File: src/cdq_pkg.sv
// Package: shared types and codes for the circular deque.
`default_nettype none
package cdq_pkg;

    localparam int DATA_W   = 32;
    localparam int MODE_W   = 3;
    localparam int STATUS_W = 2;
    localparam int OCC_W    = 5;

    localparam logic [MODE_W-1:0] MODE_PUSH_FRONT = 3'd0;
    localparam logic [MODE_W-1:0] MODE_PUSH_REAR  = 3'd1;
    localparam logic [MODE_W-1:0] MODE_POP_FRONT  = 3'd2;
    localparam logic [MODE_W-1:0] MODE_POP_REAR   = 3'd3;
    localparam logic [MODE_W-1:0] MODE_PEEK_FRONT = 3'd4;
    localparam logic [MODE_W-1:0] MODE_PEEK_REAR  = 3'd5;

    localparam logic [STATUS_W-1:0] STATUS_DONE  = 2'd0;
    localparam logic [STATUS_W-1:0] STATUS_FULL  = 2'd1;
    localparam logic [STATUS_W-1:0] STATUS_EMPTY = 2'd2;

    typedef enum logic {
        ST_IDLE,
        ST_RESP
    } t_state;

    typedef struct packed {
        logic we;
        logic re;
    } t_mem_ctl;

endpackage
`default_nettype wire

File: src/cdq_if.sv
// Interfaces: operation request channel and result channel.
`default_nettype none
interface cdq_req_if;
    logic                                valid;
    logic                                ready;
    logic        [cdq_pkg::MODE_W-1:0]   mode;
    logic signed [cdq_pkg::DATA_W-1:0]   value;

    modport source (output valid, output mode, output value, input ready);
    modport sink   (input valid, input mode, input value, output ready);
endinterface

interface cdq_rsp_if;
    logic                                valid;
    logic                                ready;
    logic        [cdq_pkg::STATUS_W-1:0] status;
    logic signed [cdq_pkg::DATA_W-1:0]   data;
    logic        [cdq_pkg::OCC_W-1:0]    occupancy;

    modport source (output valid, output status, output data, output occupancy,
                    input ready);
    modport sink   (input valid, input status, input data, input occupancy,
                    output ready);
endinterface
`default_nettype wire

File: src/cdq_mem.sv
// Element store: single-port synchronous RAM with registered read data.
`default_nettype none
module cdq_mem #(
    parameter int DEPTH = 16,
    parameter int AW    = 4
) (
    input  wire                             i_clk,
    input  wire  cdq_pkg::t_mem_ctl         i_ctl,
    input  wire         [AW-1:0]            i_addr,
    input  wire  signed [cdq_pkg::DATA_W-1:0] i_wdata,
    output logic signed [cdq_pkg::DATA_W-1:0] o_rdata
);

    logic signed [cdq_pkg::DATA_W-1:0] r_mem [DEPTH];
    logic signed [cdq_pkg::DATA_W-1:0] r_rdata;

    always_ff @(posedge i_clk) begin
        if (i_ctl.we) begin
            r_mem[i_addr] <= i_wdata;
        end
    end

    always_ff @(posedge i_clk) begin
        if (i_ctl.re) begin
            r_rdata <= r_mem[i_addr];
        end
    end

    assign o_rdata = r_rdata;

endmodule
`default_nettype wire

File: src/cdq_ctrl.sv
// Control: head/tail/count registers, operation decode and result handshake.
`default_nettype none
module cdq_ctrl #(
    parameter int DEPTH = 16,
    parameter int AW    = 4,
    parameter int CW    = 5
) (
    input  wire                              i_clk,
    input  wire                              i_rst_n,
    input  wire                              i_req_valid,
    output logic                             o_req_ready,
    input  wire  [cdq_pkg::MODE_W-1:0]       i_mode,
    output logic                             o_rsp_valid,
    input  wire                              i_rsp_ready,
    output logic [cdq_pkg::STATUS_W-1:0]     o_status,
    output logic [cdq_pkg::OCC_W-1:0]        o_occupancy,
    output logic                             o_has_data,
    output cdq_pkg::t_mem_ctl                o_mem_ctl,
    output logic [AW-1:0]                    o_mem_addr
);

    localparam logic [AW-1:0] LAST_IDX = AW'(DEPTH - 1);
    localparam logic [CW-1:0] FULL_CNT = CW'(DEPTH);

    cdq_pkg::t_state r_state, n_state;
    logic [AW-1:0] r_head, n_head;
    logic [AW-1:0] r_tail, n_tail;
    logic [CW-1:0] r_count, n_count;
    logic [cdq_pkg::STATUS_W-1:0] r_status, n_status;
    logic r_has_data, n_has_data;

    logic accept;
    logic full, empty;
    logic [AW-1:0] head_inc, head_dec, tail_inc, tail_dec;

    assign accept   = i_req_valid && o_req_ready;
    assign full     = (r_count == FULL_CNT);
    assign empty    = (r_count == '0);
    assign head_inc = (r_head == LAST_IDX) ? '0 : r_head + AW'(1);
    assign head_dec = (r_head == '0) ? LAST_IDX : r_head - AW'(1);
    assign tail_inc = (r_tail == LAST_IDX) ? '0 : r_tail + AW'(1);
    assign tail_dec = (r_tail == '0) ? LAST_IDX : r_tail - AW'(1);

    // operation decode
    always_comb begin
        n_head     = r_head;
        n_tail     = r_tail;
        n_count    = r_count;
        n_status   = r_status;
        n_has_data = r_has_data;
        o_mem_ctl  = '0;
        o_mem_addr = r_head;
        if (accept) begin
            n_status   = cdq_pkg::STATUS_DONE;
            n_has_data = 1'b0;
            case (i_mode)
                cdq_pkg::MODE_PUSH_FRONT: begin
                    if (full) begin
                        n_status = cdq_pkg::STATUS_FULL;
                    end else begin
                        o_mem_ctl.we = 1'b1;
                        o_mem_addr   = head_dec;
                        n_head       = head_dec;
                        n_count      = r_count + CW'(1);
                    end
                end
                cdq_pkg::MODE_PUSH_REAR: begin
                    if (full) begin
                        n_status = cdq_pkg::STATUS_FULL;
                    end else begin
                        o_mem_ctl.we = 1'b1;
                        o_mem_addr   = r_tail;
                        n_tail       = tail_inc;
                        n_count      = r_count + CW'(1);
                    end
                end
                cdq_pkg::MODE_POP_FRONT: begin
                    if (empty) begin
                        n_status = cdq_pkg::STATUS_EMPTY;
                    end else begin
                        o_mem_ctl.re = 1'b1;
                        o_mem_addr   = r_head;
                        n_has_data   = 1'b1;
                        n_head       = head_inc;
                        n_count      = r_count - CW'(1);
                    end
                end
                cdq_pkg::MODE_POP_REAR: begin
                    if (empty) begin
                        n_status = cdq_pkg::STATUS_EMPTY;
                    end else begin
                        o_mem_ctl.re = 1'b1;
                        o_mem_addr   = tail_dec;
                        n_has_data   = 1'b1;
                        n_tail       = tail_dec;
                        n_count      = r_count - CW'(1);
                    end
                end
                cdq_pkg::MODE_PEEK_FRONT: begin
                    if (empty) begin
                        n_status = cdq_pkg::STATUS_EMPTY;
                    end else begin
                        o_mem_ctl.re = 1'b1;
                        o_mem_addr   = r_head;
                        n_has_data   = 1'b1;
                    end
                end
                cdq_pkg::MODE_PEEK_REAR: begin
                    if (empty) begin
                        n_status = cdq_pkg::STATUS_EMPTY;
                    end else begin
                        o_mem_ctl.re = 1'b1;
                        o_mem_addr   = tail_dec;
                        n_has_data   = 1'b1;
                    end
                end
                default: begin
                    n_status = cdq_pkg::STATUS_DONE;
                end
            endcase
        end
    end

    // next state
    always_comb begin
        n_state = r_state;
        case (r_state)
            cdq_pkg::ST_IDLE: begin
                if (accept) n_state = cdq_pkg::ST_RESP;
            end
            cdq_pkg::ST_RESP: begin
                if (i_rsp_ready && !accept) n_state = cdq_pkg::ST_IDLE;
            end
            default: begin
                n_state = cdq_pkg::ST_IDLE;
            end
        endcase
    end

    // outputs
    always_comb begin
        o_rsp_valid = 1'b0;
        o_req_ready = 1'b1;
        case (r_state)
            cdq_pkg::ST_IDLE: begin
                o_rsp_valid = 1'b0;
                o_req_ready = 1'b1;
            end
            cdq_pkg::ST_RESP: begin
                o_rsp_valid = 1'b1;
                o_req_ready = i_rsp_ready;
            end
            default: begin
                o_rsp_valid = 1'b0;
                o_req_ready = 1'b0;
            end
        endcase
    end

    always_ff @(posedge i_clk) begin
        if (!i_rst_n) begin
            r_state    <= cdq_pkg::ST_IDLE;
            r_head     <= '0;
            r_tail     <= '0;
            r_count    <= '0;
            r_status   <= cdq_pkg::STATUS_DONE;
            r_has_data <= 1'b0;
        end else begin
            r_state    <= n_state;
            r_head     <= n_head;
            r_tail     <= n_tail;
            r_count    <= n_count;
            r_status   <= n_status;
            r_has_data <= n_has_data;
        end
    end

    assign o_status    = r_status;
    assign o_occupancy = cdq_pkg::OCC_W'(r_count);
    assign o_has_data  = r_has_data;

endmodule
`default_nettype wire

File: src/circular_deque.sv
// Top level: double-ended queue over a circular RAM of signed words.
//
//  channel   | dir | payload                     | beat when
//  ----------+-----+-----------------------------+-------------------
//  i_req     | in  | mode, value                 | valid && ready
//  o_rsp     | out | status, data, occupancy     | valid && ready
//
// An operation is decoded and issued to the RAM in the cycle it is taken;
// its result is shown from the next cycle on, with read data from the RAM
// output register. One operation per cycle while o_rsp is taken at once.
// i_req.ready follows o_rsp.ready while a result is pending, so a stalled
// result holds and no new beat enters. Reset clears indices and count;
// the RAM needs no clearing.
`default_nettype none
module circular_deque #(
    parameter int DEPTH = 16
) (
    input  wire     i_clk,
    input  wire     i_rst_n,
    cdq_req_if.sink   i_req,
    cdq_rsp_if.source o_rsp
);

    localparam int AW = (DEPTH > 1) ? $clog2(DEPTH) : 1;
    localparam int CW = $clog2(DEPTH + 1);

    cdq_pkg::t_mem_ctl mem_ctl;
    logic [AW-1:0] mem_addr;
    logic signed [cdq_pkg::DATA_W-1:0] mem_rdata;
    logic has_data;

    cdq_ctrl #(
        .DEPTH (DEPTH),
        .AW    (AW),
        .CW    (CW)
    ) u_ctrl (
        .i_clk       (i_clk),
        .i_rst_n     (i_rst_n),
        .i_req_valid (i_req.valid),
        .o_req_ready (i_req.ready),
        .i_mode      (i_req.mode),
        .o_rsp_valid (o_rsp.valid),
        .i_rsp_ready (o_rsp.ready),
        .o_status    (o_rsp.status),
        .o_occupancy (o_rsp.occupancy),
        .o_has_data  (has_data),
        .o_mem_ctl   (mem_ctl),
        .o_mem_addr  (mem_addr)
    );

    cdq_mem #(
        .DEPTH (DEPTH),
        .AW    (AW)
    ) u_mem (
        .i_clk   (i_clk),
        .i_ctl   (mem_ctl),
        .i_addr  (mem_addr),
        .i_wdata (i_req.value),
        .o_rdata (mem_rdata)
    );

    assign o_rsp.data = has_data ? mem_rdata : '0;

endmodule
`default_nettype wire

File: src/flat_wrapper.sv
// flat-port wrapper written by rule: the top's interface ports become plain ports
module circular_deque_flat 
#(
    parameter int DEPTH = 16
)
  (i_clk, i_rst_n, i_req_valid, i_req_mode, i_req_value, i_req_ready, o_rsp_valid, o_rsp_status, o_rsp_data, o_rsp_occupancy, o_rsp_ready);
  cdq_req_if i_req_i ();
  cdq_rsp_if o_rsp_i ();
  input  wire i_clk;
  input  wire i_rst_n;
  input wire logic [$bits(i_req_i.valid)-1:0] i_req_valid;
  input wire logic [$bits(i_req_i.mode)-1:0] i_req_mode;
  input wire logic [$bits(i_req_i.value)-1:0] i_req_value;
  output wire logic [$bits(i_req_i.ready)-1:0] i_req_ready;
  output wire logic [$bits(o_rsp_i.valid)-1:0] o_rsp_valid;
  output wire logic [$bits(o_rsp_i.status)-1:0] o_rsp_status;
  output wire logic [$bits(o_rsp_i.data)-1:0] o_rsp_data;
  output wire logic [$bits(o_rsp_i.occupancy)-1:0] o_rsp_occupancy;
  input wire logic [$bits(o_rsp_i.ready)-1:0] o_rsp_ready;
  assign i_req_i.valid = i_req_valid;
  assign i_req_i.mode = i_req_mode;
  assign i_req_i.value = i_req_value;
  assign i_req_ready = i_req_i.ready;
  assign o_rsp_valid = o_rsp_i.valid;
  assign o_rsp_status = o_rsp_i.status;
  assign o_rsp_data = o_rsp_i.data;
  assign o_rsp_occupancy = o_rsp_i.occupancy;
  assign o_rsp_i.ready = o_rsp_ready;
  circular_deque #(.DEPTH(DEPTH)) u_core (.i_clk(i_clk), .i_rst_n(i_rst_n), .i_req(i_req_i), .o_rsp(o_rsp_i));
endmodule
File: config.mk
export PLATFORM = sky130hd
export DESIGN_NAME = circular_deque_flat
export DESIGN_NICKNAME = d
export VERILOG_FILES = /design/src/cdq_pkg.sv /design/src/cdq_if.sv /design/src/cdq_mem.sv /design/src/cdq_ctrl.sv /design/src/circular_deque.sv /design/src/flat_wrapper.sv
export SDC_FILE = /design/constraint.sdc
export NUM_CORES = 1
export LEC_CHECK = 0
export BUFFER_PORTS_ARGS = -buffer_cell sky130_fd_sc_hd__clkbuf_2
export CAP_MARGIN = 40
export CORE_MARGIN = 2
export CORE_UTILIZATION = 56
export DETAILED_ROUTE_END_ITERATION = 10
export GPL_TIMING_DRIVEN = 0
export PLACE_DENSITY = 0.74
export SYNTH_ARGS = -nofsm -noshare
export SYNTH_HDL_FRONTEND = slang
export SYNTH_SLANG_ARGS = --single-unit
File: constraint.sdc
create_clock -name i_clk -period 4.6 [get_ports i_clk]
set_input_delay 0.92 -clock i_clk [delete_from_list [all_inputs] [get_ports i_clk]]
set_output_delay 0.92 -clock i_clk [all_outputs]
set_load 0.01 [all_outputs]
After elaboration in Yosys (flattened, before gate mapping). Memories as Yosys holds them, arrays and structs flattened. A register that Yosys moved wholly into a read port is not among the register bits. Index checks and enable logic that the tools add are counted.

Add/sub/neg operators: 6. Eq/ne operators: 13. Multiplexer cells: 33. Bitwise gates (word level): 1. Reduce and logical (&&, ||, !) cells: 17.

Operator list (count): 4-bit 2-to-1 mux (11); 32-bit 2-to-1 mux (1); 4-bit one-hot mux with 2 select lines (2); 4-bit one-hot mux with 3 select lines (1); 5-bit 2-to-1 mux (2); 2-bit != test, second input constant (5); 5-bit one-hot mux with 2 select lines (1); 1-bit 2-to-1 mux (9); 4-bit by 1-bit adder with 4-bit output, second input constant (2); 4-bit equality test, second input constant (2); 4-bit logical NOT (2); 4-bit AND reduction (2); 4-bit by 1-bit subtractor with 4-bit output, second input constant (2); 3-bit by 2-bit equality test with 1-bit output, second input constant (2); 3-bit equality test, second input constant (2); 1-bit one-hot mux with 2 select lines (3); 2-bit nonzero test (3); 2-bit OR reduction (3); 5-bit by 1-bit adder with 5-bit output, second input constant (1); 5-bit equality test, second input constant (1); 5-bit logical NOT (1); 5-bit by 1-bit subtractor with 5-bit output, second input constant (1); 2-bit 2-to-1 mux (2); 2-bit one-hot mux with 2 select lines (1); 7 further kinds (8).

Register bits: 17. Memory bits (writable): 512. Output and inout port bits: 41. Logic and storage cells: 77. Memories: 1.

Memory list: u_core.u_mem.r_mem (depth 16, width 32, read ports 1, clocked after memory_dff 1, wr ports 1, RTL line cdq_mem.sv:14) `logic signed [cdq_pkg::DATA_W-1:0] r_mem [DEPTH];`.

Longest topological paths before layout.
Depth after elaboration: 7. Depth in mapped cells: 13. Gate-level depth less buffers: 10.

By module. Synthesis repeated with hierarchy kept, for this count alone.

Cells, all modules: 1076. Area, all modules: 21924.8 um^2.

By module, submodules not included: cdq_mem (times used 1, cells each 840, area an instance 20183.1 um^2); cdq_ctrl (times used 1, cells each 201, area an instance 1486.4 um^2); circular_deque (times used 1, cells each 35, area an instance 255.2 um^2).

Worst setup path after synthesis. No wires, ideal clock.

Path kind: input port to flip-flop. Start point: input port o_rsp_ready. End point: memory u_core.u_mem.r_mem[10][0] (netlist bit), enable pin. Library setup time: 0.421 ns. Arrival time: 4.029 ns. Data required time: 4.179 ns. Path slack: 0.150 ns. Stages: 10. Buffers on the path: 4. Cells stage by stage: nand2b_1 clkbuf_2 nand2_1 or4b_1 a31oi_1 buf_4 buf_12 buf_6 nand3b_1 nor2_1.

Longest elaborated chain between the ends: 5. Elaborated cells between the ends (all ways): 6. Those cells by class: mux: 5; reduce/logical: 1.

Ends and longest elaborated chain: start: declaration (RTL line flat_wrapper.sv:19) `input wire logic [$bits(o_rsp_i.ready)-1:0] o_rsp_ready;`; 1-bit one-hot mux with 2 select lines * (RTL line cdq_ctrl.sv:144) `case (r_state)`; via i_req_ready (RTL line flat_wrapper.sv:14) `output wire logic [$bits(i_req_i.ready)-1:0] i_req_ready;`; 1-bit logical AND * (RTL line cdq_ctrl.sv:36) `assign accept = i_req_valid && o_req_ready;`; 2-bit 2-to-1 mux (RTL line cdq_ctrl.sv:53) `if (accept) begin`; 1-bit 2-to-1 mux (RTL line cdq_mem.sv:18) `if (i_ctl.we) begin`; 1-bit 2-to-1 mux (implied by the code) (RTL line cdq_mem.sv:19) `r_mem[i_addr] <= i_wdata;`; end: declaration (RTL line cdq_mem.sv:14).

The timed path passes the listed nets; every way through them passes the cells marked *.

Final worst setup path.
Start point: register u_core.u_ctrl.r_count[0] (netlist: u_core.u_ctrl.o_occupancy[0]). End point: memory u_core.u_mem.r_mem[1][13] (netlist bit), enable pin.

Longest elaborated chain between the ends: 6. Elaborated cells between the ends (all ways): 12. Those cells by class: eq/ne: 1; mux: 10; reduce/logical: 1.

Ends and longest elaborated chain: start: declaration (RTL line cdq_ctrl.sv:28) `logic [CW-1:0] r_count, n_count;`; start signal: assignment (RTL line cdq_ctrl.sv:172) `r_count <= n_count;`; 5-bit equality test (RTL line cdq_ctrl.sv:37) `assign full = (r_count == FULL_CNT);`; 1-bit 2-to-1 mux (RTL line cdq_ctrl.sv:58, cdq_ctrl.sv:68); 1-bit 2-to-1 mux; 2-bit 2-to-1 mux (RTL line cdq_ctrl.sv:53); 1-bit 2-to-1 mux (RTL line cdq_mem.sv:18); 1-bit 2-to-1 mux (implied by the code) (RTL line cdq_mem.sv:19).

Several ways; a longest one is shown, not always the timed one.

==> results by group <==
Placement
  – DP Wirelength: 32800 µm
  – Placed cells: around 2000
  – Area after DPL: roughly 25000 µm²
  – Port buffer count: between 70 and 80
  – Final Wtd Congestion: around 0.87

Clock network
  – Cts bufs inserted: 55
  – Postcts setup bufs: 0
  – # clock sinks: 561
  – H-tree Lvls: 2
  – Clock Tree Buf Depth: 3
  – Root buffer cell: clkbuf_16
  – CTS tree: done
  – Worst-Skew Late Latency: 0.61 ns
  – Clock transition at the registers of the reported paths: roughly 0.06 ns

Pwr
  – Part of the power in registers: about 52%
  – Pwr Density: 414 nW/µm²
  – Max rail drop VDD: between 0.3 and 0.4 mV
  – Power Total: 10800 µW
  – Net Sw Frac: 22.9%
  – Internal: 8360 µW
  – Clock network fraction of total power: 38.5%
  – Logic gate share of total power: a little under a tenth
  – P_sw: roughly 2500 µW
  – Static Leakage: around 0.0096 µW

Floorplan
  – Std-Cell Rows: between 70 and 80
  – Core area: a little over 40000 µm²
  – Full die area: approximately 43000 µm²
  – # IOs: 80
  – Die Ht: approximately 210 µm
  – Initial Util: approximately 57%
  – Die Wd: a little over 200 µm

Synthesis
  – Post-Synthesis Cells: between 1000 and 1500
  – Distinct cells, synth: between 60 and 70
  – Top cell type by total area after synthesis: edfxtp_1
  – Register bit total from synthesis: 561
  – Largest cells by area after synthesis: edfxtp_1 (71%), mux2i_1 (11%), mux2_2 (2.9%), dfxtp_1 (1.5%), nand2_1 (1.4%)
  – Async set-or-reset flop fraction in the synthesized netlist: 0%
  – Syn Nets: roughly 1400
  – Post-synth EDFFs: ~540
  – Ys Warns: 0
  – Syn avg cell area: 16.8 µm²
  – Ys flop type: edfxtp_1
  – Post-synthesis sequential area ratio: 72.6%
  – Mapped Area: 23000 µm²
  – Post-synth top area share: 71.1%

STA
  – Finish-stage setup viols: 0
  – Fmax: approximately 0.24 GHz
  – Hold Fails Final Rpt: 0
  – RSZ-0062 raised after global routing: no
  – Worst Max-Slew Pin Slew: about 0.86 ns
  – Worst hold slack: between 0.5 and 0.6 ns
  – Max-slew violation count: 0
  – Final Skew: 0.0156 ns
  – Final min period: ~4.2 ns
  – Worst slew margin: 42.5%
  – Final period util: between 90% and 100%

Cells and area
  – Most frequent cells in the layout: edfxtp_1 (544), mux2i_1 (258), nand2_1 (86)
  – Post-layout nets: between 1500 and 2000
  – Fillers: approximately 2800
  – Non-Filler Instances: approximately 2100
  – Finished layout cell area: 26200 µm²
  – Fraction of layout cells with a size suffix above 1: 19.6%
  – Most common cell after layout, fill and taps aside: edfxtp_1
  – Area of the multi-input gates: about 5800 µm²
  – Antenna diode count: 0
  – Area growth syn-to-layout: 14.1%
  – Sequential cell area: 16700 µm²

Worst setup path
  – Worst reg2reg setup slack: 0.38 ns
  – FF-to-FF End: u_core.u_mem.r_mem[1][13]
  – Req. time, crit path: 4.91 ns
  – Startpoint types: register
  – Worst reg2reg path depth: 11
  – CP endpoint kind: register
  – CP peak stage delay: roughly 0.63 ns
  – Sequence of cells on the critical path: or4_1 > buf_2 > nor2_2 > nor3_1 > o32ai_1 > o221ai_1 > nor2_2 > buf_2 > inv_2 > nor2_4 > buf_16
  – Crit path DAT: 4.53 ns
  – Crit-path max FO: 18
  – Worst flop-to-flop path startpoint: u_core.u_ctrl.o_occupancy[0]
  – Crit Path Class: register to register
  – Critical-path top delay cell: nor2_4

Worst hold path
  – Hold Path Origin: u_core.u_ctrl.o_status[1]
  – Worst Hold Depth: 2
  – HP Class: register to register
  – WHS Endpoint: u_core.u_ctrl.o_status[1]

Outcome
  – Status: finished, final reports clean

Global routing
  – First-pass GRT wire length: ~77000 µm
  – Grt ovf: 0
  – Largest net degree at the start of global routing: 22
  – Initial antenna violation count: 0
  – Total track usage: between 20% and 30%
  – Via count of the first global-routing pass: ~13000

Route
  – First-pass DRT Iterations: 5
  – DR vias: around 13000
  – DR vias/cell: 5.99
  – ANT nets after route: 0
  – Residual DRC: 0
  – Initial drt markers: between 1000 and 1500
  – Drt total wl: 51600 µm
  – Routed wire length per instance: 24.6 µm

Flow run
  – MaxCap Viol Count: 0
final cells by class:
| type | count | area share, % |
|---|---|---|
| inverters | 13 | 0.186 |
| clock inverters | 33 | 0.835 |
| multi-input cells | 719 | 22.1 |
| repair buffers | 97 | 3.06 |
| flip-flops and latches | 561 | 63.6 |
| well taps | 532 | 2.54 |
| plain buffers | 74 | 2.23 |
| clock buffers | 68 | 5.44 |
logic make-up (layout without fill, tap and decap cells):
group           after synthesis  in the layout  share of synthesized area, %
mux                         322            322                          14.4
buf+inv                      87            285                          2.76
compound gates              188            188                          5.50
simple gates                189            189                          3.86
flops                       561            561                          72.6
fa+ha+maj                     8              8                         0.468
xor+xnor                     12             12                         0.457
critical path, delay by kind of cell, from the launching register on:
family          cells  cell delay [ns]
compound gates      2             0.48
buf+inv             4             1.05
flops               1             0.37
simple gates        5             1.99
metrics by stage:
stage                     util, %  TNS (ns)  setup WS (ns)
final                        64.5         0          0.379
after global routing         64.5         0          0.147
after CTS                    64.5         0          0.161
after detailed placement     60.4    -16.22         -0.245
after global placement       59.1   -927.71          -2.14
after floorplan                 -         0          0.150
registers in the layout (all words and copies together) (netlist names):
register / flops
u_core.u_ctrl.o_status: 2
u_core.u_mem.o_rdata: 32
u_core.u_ctrl.r_head: 4
u_core.u_ctrl.r_state: 1
u_core.u_mem.r_mem: 512
u_core.u_ctrl.o_occupancy: 5
u_core.u_ctrl.r_tail: 4
u_core.u_ctrl.o_has_data: 1
worst max path at each step:
stage,start,end,slack (ns),cells after the start
6_report,u_core.u_ctrl.o_occupancy[0],u_core.u_mem.r_mem[1][13],0.38,11
5_1_grt,u_core.u_ctrl.o_occupancy[0],u_core.u_mem.r_mem[3][3],0.15,11
4_1_cts,u_core.u_ctrl.o_occupancy[0],u_core.u_mem.r_mem[1][3],0.16,11
3_5_place_dp,i_req_mode[1],u_core.u_mem.r_mem[1][13],-0.24,12
3_3_place_gp,i_req_mode[0],u_core.u_mem.r_mem[6][13],-2.14,11
2_1_floorplan,o_rsp_ready,u_core.u_mem.r_mem[10][0],0.15,10
power by group through the flow:
stage          sequential (µW)  combinational (µW)  clock [µW]
2_1_floorplan             5790                 633           0
3_3_place_gp              5790                 935           0
3_5_place_dp              5790                 981           0
4_1_cts                   5680                 986        4220
5_1_grt                   5690                1060        4440
6_report                  5680                 983        4170
Yosys cell counts, types with 3 or more instances:
| master | number |
|---|---|
| a21o_1 | 3 |
| inv_1 | 11 |
| buf_6 | 12 |
| mux2_2 | 60 |
| buf_4 | 7 |
| nor3_1 | 5 |
| clkbuf_1 | 26 |
| nand2b_1 | 3 |
| a22oi_1 | 32 |
| buf_12 | 9 |
| a211oi_1 | 5 |
| xnor2_1 | 11 |
| mux2i_1 | 258 |
| mux2_1 | 4 |
| o31ai_1 | 3 |
| and2_1 | 35 |
| nand3_1 | 9 |
| nand2_1 | 86 |
| nor2_1 | 34 |
| o21ai_0 | 50 |
| buf_2 | 17 |
| ha_1 | 7 |
| dfxtp_1 | 17 |
| o21ai_1 | 26 |
| edfxtp_1 | 544 |
| o221ai_1 | 33 |
| a21oi_1 | 18 |
metal layers:
metal	track usage, %	routed length [µm]
met1	32.9	21300
met2	41.6	25700
met3	3.77	3230
met4	9.39	1460
met5	0	0
timing repair:
item	CTS	global route
hold buffers	0	0
setup endpoints to repair	0	60
gates resized for setup	0	1
(Power assumes the default switching activity.)
